[src/sv/tcw_pkg.sv]
// Shared types and constants for the text console writer.
// Depends on nothing; the interfaces, controller, datapath and top level use it.
`timescale 1ns / 1ps
`default_nettype none

package tcw_pkg;

   localparam int CHAR_W   = 8;
   localparam int ATTR_W   = 8;
   localparam int COLIN_W  = 7;
   localparam int ROWIN_W  = 5;
   localparam int CURSOR_W = 11;
   localparam int CELL_W   = CHAR_W + ATTR_W;

   localparam logic [CHAR_W-1:0] CH_NEWLINE   = 8'd10;
   localparam logic [CHAR_W-1:0] CH_BACKSPACE = 8'd8;
   localparam logic [CHAR_W-1:0] CH_SPACE     = 8'd32;
   localparam logic [ATTR_W-1:0] RESET_ATTR   = 8'd15;

   localparam logic ACT_PRINT = 1'b0;
   localparam logic ACT_READ  = 1'b1;

   // controller -> datapath
   typedef struct packed {
      logic capture;
      logic exec;
      logic clear_step;
      logic scroll_step;
      logic rd_capture;
      logic rsp_load;
   } cmd_type;

   // datapath -> controller
   typedef struct packed {
      logic is_read;
      logic need_scroll;
      logic cnt_last;
      logic out_free;
   } status_type;

endpackage

`default_nettype wire

[src/sv/tcw_ctrl.sv]
// Controller of the text console writer: sequences clear, execute, read,
// scroll and response hand-off. Depends on tcw_pkg.
`timescale 1ns / 1ps
`default_nettype none

module tcw_ctrl (
   input  wire logic                clock,
   input  wire logic                reset,
   input  wire logic                req_valid,
   output logic                     req_ready,
   input  wire tcw_pkg::status_type stat,
   output tcw_pkg::cmd_type         cmd
);
   import tcw_pkg::*;

   typedef enum logic [2:0] {
      S_CLEAR,
      S_IDLE,
      S_EXEC,
      S_READ,
      S_SCROLL,
      S_SCROLL_END,
      S_HOLD
   } state_type;

   state_type state_ff, state_in;

   always_comb begin
      cmd      = '0;
      state_in = state_ff;
      case (state_ff)
         S_CLEAR: begin
            cmd.clear_step = 1'b1;
            if (stat.cnt_last) state_in = S_IDLE;
         end
         S_IDLE: begin
            if (req_valid) begin
               cmd.capture = 1'b1;
               state_in    = S_EXEC;
            end
         end
         S_EXEC: begin
            cmd.exec = 1'b1;
            if (stat.is_read) begin
               state_in = S_READ;
            end else if (stat.need_scroll) begin
               state_in = S_SCROLL;
            end else if (stat.out_free) begin
               cmd.rsp_load = 1'b1;
               state_in     = S_IDLE;
            end else begin
               state_in = S_HOLD;
            end
         end
         S_READ: begin
            cmd.rd_capture = 1'b1;
            if (stat.out_free) begin
               cmd.rsp_load = 1'b1;
               state_in     = S_IDLE;
            end else begin
               state_in = S_HOLD;
            end
         end
         S_SCROLL: begin
            cmd.scroll_step = 1'b1;
            if (stat.cnt_last) state_in = S_SCROLL_END;
         end
         S_SCROLL_END: begin
            // last row-fill write retires here
            if (stat.out_free) begin
               cmd.rsp_load = 1'b1;
               state_in     = S_IDLE;
            end else begin
               state_in = S_HOLD;
            end
         end
         S_HOLD: begin
            if (stat.out_free) begin
               cmd.rsp_load = 1'b1;
               state_in     = S_IDLE;
            end
         end
         default: begin
            state_in = S_IDLE;
         end
      endcase
   end

   always_ff @(posedge clock) begin
      if (reset) begin
         state_ff <= S_CLEAR;
      end else begin
         state_ff <= state_in;
      end
   end

   assign req_ready = (state_ff == S_IDLE);

endmodule

`default_nettype wire

[config.mk]
export PLATFORM = sky130hd
export DESIGN_NAME = tcw_ctrl
export DESIGN_NICKNAME = d
export VERILOG_FILES = /design/src/sv/tcw_pkg.sv /design/src/sv/tcw_ctrl.sv
export SDC_FILE = /design/constraint.sdc
export NUM_CORES = 1
export LEC_CHECK = 0
export BUFFER_PORTS_ARGS = -buffer_cell sky130_fd_sc_hd__buf_2
export CORE_AREA = 2 2 39 41
export DETAILED_ROUTE_END_ITERATION = 8
export DIE_AREA = 0 0 41 43
export HOLD_SLACK_MARGIN = 0.15
export PLACE_DENSITY_LB_ADDON = 0.15
export SYNTH_ARGS = -nofsm -noshare
export SYNTH_HDL_FRONTEND = slang
export SYNTH_SLANG_ARGS = --single-unit
[constraint.sdc]
create_clock -name clock -period 1.2 [get_ports clock]
set_clock_uncertainty 0.1 [all_clocks]
set_input_delay 0.06 -clock clock [delete_from_list [all_inputs] [get_ports clock]]
set_output_delay 0.06 -clock clock [all_outputs]
set_load 0.01 [all_outputs]
After elaboration in Yosys (flattened, before gate mapping):

Cells that the tools add are included.

* memories kept: 0
* output and inout port bits: 7
* word-level logic and storage cells: 33
* memory bits (writable): 0
* latch bits: 0
* register bits: 3
* bits of input ports: 7
* bits in read-only memories: 0

* multiply operators: 0
* magnitude comparators: 0
* shift operators: 0
* multiplexer cells: 18
* add/sub/neg operators: 0
* divide/modulo/power cells: 0
* bitwise logic cells: 0
* equal/unequal tests: 10
* reductions and logical operators: 4

Operators with widths (number)
* 3-bit two-way mux: 7
* 3-bit one-hot mux with 6 select lines: 1
* 3-bit == test (second input constant): 3
* 1-bit two-way mux: 9
* 2-bit inequality test (second input constant): 4
* 3-bit by 2-bit == test with 1-bit output (second input constant): 2
* 4-bit AND reduction: 1
* 3-bit by 1-bit == test with 1-bit output (second input constant): 1
* 3-bit logical NOT: 1
* 3-bit OR reduction: 1
* 1-bit one-hot mux with 2 select lines: 1
* 2-bit OR reduction: 1

Logic depth before layout (Yosys ltp):

* depth in word-level cells: 4
* gate-level depth with buffers: 6

Least setup slack after synthesis:

OpenSTA, ideal clock, no wires.

* kind: reg2out
* from: register state_ff[2]
* to: output cmd[5] (netlist bit)
* path slack: -0.096 ns
* buffers on the path: 2
* data required time: 1.040 ns
* stages on the path, launching flop included: 5
* data arrival time: 1.136 ns
* path through: dfxtp_1 buf_6 buf_2 nor3_1 and2_1

RTL lines
* start, declared: line tcw_ctrl.sv:26 `state_type state_ff, state_in;`
* start signal, assigned: line tcw_ctrl.sv:93 `state_ff <= state_in;`
* end, declared: line tcw_ctrl.sv:12 `output tcw_pkg::cmd_type cmd`

Worst setup path in the final report:

* from: register state_ff[1]
* to: register state_ff[2]

* word-level cells in the longest chain between the ends: 3
* elaborated cells on any way between the ends: 14

RTL lines
* 3-bit == test, or another cell as far along: line tcw_ctrl.sv:31 `case (state_ff)`
* 2-bit OR reduction (no source line) or 2-bit inequality test (tied branches)
* 3-bit one-hot mux with 6 select lines or 4-bit AND reduction (tied branches)

Parallel ways exist; a longest one is shown, timed or not.
A chain may end at the register's enable or synchronous reset.

==> results.cfg <==
[run_status]
status = finished with violations
violations = setup timing

[job]
max-cap-violations = 0

[sta]
rsz0062_at_grt = true
final_max_slew_viol_count = 0
relSlewSlack = 0.7829
fin_setup_tns_ns = -0.8171
timing.final.crit_share = 1.096
finalSetupViolCount = 9
whs_ns = 0.1397
hold_violations = 0
layout_setup_ws_ns = -0.1156
max_freq_mhz = 760.1
fin_crit_ns = 1.316
worst_pin_slew_ns = 0.3232

[worst_setup_path]
r2r-start = state_ff[1]$_SDFFE_PP0P_
r2r_cells = 4
cp-end-kind = flip-flop
regToRegEndpoint = state_ff[2]$_SDFFE_PP0P_
crit_fanout = 7
cp_data_required_time_ns = 1.26
reg2reg_slack_ns = -0.12
startpoint_type = flip-flop
crit_type = reg2reg
worst_ep_arrival_time_ns = 1.38

[placed_design]
portBuffers = 13
placed_cell_area_um2 = 479.2
place.gp.congestion = 0.7023
placed_cells = 83
place_ws_ns = -0.2041
dpl.hpwl_um = 693.7

[clock_tree]
clock_path_buffers = 2
clk_pin_slew_ns = 0.04
clock-sinks = 3
cts_buffers = 3
clock_latency_ns = 0.24
h-tree-depth = 1
root_buffer = clkbuf_4
cts_tree = yes

[detailed_routing]
via_per_inst = 4.908
first_pass_iters = 4
antenna_left = 0
maxUsedRoutingLayer = met3
via_count = 481
drcViolationCount = 0
met3_length_um = 89
wl_met2_um = 554
wirelength_um = 1160
drt-met1-wl_um = 516
first_iter_violations = 11
wl_per_cell_um = 11.84

[power]
ir_drop_uv = 435.7
power_uw = 427.2
power_density_nw_per_um2 = 631.1
p_leak_nw = 0.3127

[synth]
ys_ff_latch = 3
synthTopCellsByCount = a21oi_1, nor2_1
async_reset_ff_frac = 0
yosysWarnings = 0
synth.avg_cell_area_um2 = 7.072
synth_edf_count = 0
synth_flop_cell = dfxtp_1
synth_top_cell_area_share = 0.1846
yosysSeqAreaShare = 0.1846
synth_cells = 46
synthTopCellsByArea = dfxtp_1, a21oi_1, nor3b_1, nor2_1, buf_2
synth_nets = 53
synth.distinct_cells = 26
synth_top_area_cell = dfxtp_1
synth.cell_area_um2 = 325.3

[floorplanning]
start_util = 0.2351
die_w_um = 41
core_region_area_um2 = 1384
die_height_um = 43
ios = 14
std_cell_rows = 14
die_area_um2 = 1763

[final_layout]
diodes = 0
multi_input_area_um2 = 274.0
regArea_um2 = 71.32
largest_reg_flops = 3
fin_area_um2 = 676.9
area_growth_pct = 108.1
drive_above_1_share = 0.6098
biggestRegsByFlops = state_ff: 3 flops
nFillCells = 154
fin_nets = 90
top_register = state_ff
fin_util = 0.4892
instances_no_fill = 98

[hold_path]
holdPathStages = 5
whs_endpoint = state_ff[2]$_SDFFE_PP0P_
hp-start = stat[1]
min_path_type = in2reg

[global_routing]
grt_start_max_net_pins = 8
grt_pass1_vias = 449
gr-total-overflow = 0
grt_pass1_wl_um = 1835
antenna_found_initial = 0
grt.total_usage = 0.1563
[where the power goes]
group	switching [mW]	leakage, nW	internal, mW
logic	0.0605	0.271	0.0764
registers	0.00774	0.0266	0.100
clock network	0.0575	0.0150	0.125
[per-layer routing]
| layer | track usage | up-vias |
|---|---|---|
| met4 | 0.02000 | 0 |
| met2 | 0.2375 | 21 |
| met5 | 0 | - |
| met1 | 0.1885 | 218 |
| met3 | 0.09424 | 0 |
| li1 | - | 242 |
[cells by family (layout without fill, tap and decap cells)]
group | Yosys count | count (layout) | share of synthesized area
muxes | 1 | 1 | 0.03077
AOI/OAI and AO/OA | 16 | 16 | 0.3346
buffers and inverters | 6 | 42 | 0.1154
DFF | 3 | 3 | 0.1846
and+or+nand+nor | 20 | 20 | 0.3347
[cell usage in the layout, fill, tap and decap left out, types with 3 or more instances in the layout]
cell type / synthesis / routed
a21oi_1: 5 / 3
nor2_1: 5 / 5
nor3b_2: 0 / 3
buf_6: 1 / 7
clkbuf_4: 0 / 3
dfxtp_4: 0 / 3
buf_4: 1 / 14
dlygate4sd3_1: 0 / 3
buf_2: 3 / 13
[worst max-delay path by stage]
stage	start	endpoint	slack [ns]	cells past startpoint
2_1_floorplan	state_ff[0]$_SDFFE_PP0P_	state_ff[1]$_SDFFE_PP0P_	-0.003	5
3_3_place_gp	state_ff[1]$_SDFFE_PP0P_	state_ff[2]$_SDFFE_PP0P_	-0.28	4
3_5_place_dp	state_ff[1]$_SDFFE_PP0P_	state_ff[2]$_SDFFE_PP0P_	-0.20	4
4_1_cts	state_ff[1]$_SDFFE_PP0P_	cmd[5]	-0.12	4
5_1_grt	state_ff[1]$_SDFFE_PP0P_	cmd[0]	-0.20	5
6_report	state_ff[1]$_SDFFE_PP0P_	state_ff[2]$_SDFFE_PP0P_	-0.12	4
[what timing repair did]
item,4_1_cts,5_1_grt
buffers inserted,8,0
pin swaps,6,3
resized for setup,24,1
setup endpoints to repair,10,10
endpoints found under the hold margin,3,0
hold buffers,3,0
[final cells by class]
| class | instances | area share |
|---|---|---|
| Sequential cell | 3 | 0.1054 |
| Multi-Input combinational cell | 37 | 0.4048 |
| Clock buffer | 4 | 0.03882 |
| Inverter | 1 | 0.009242 |
| Timing Repair Buffer | 37 | 0.4122 |
| Tap cell | 16 | 0.02957 |
[critical path: stages (launching register included)]
cell	delay, ns
dfxtp_4	0.37
buf_4	0.15
a221oi_4	0.32
nand4_1	0.15
a21oi_2	0.15
Power figures use the tool's default switching activity.
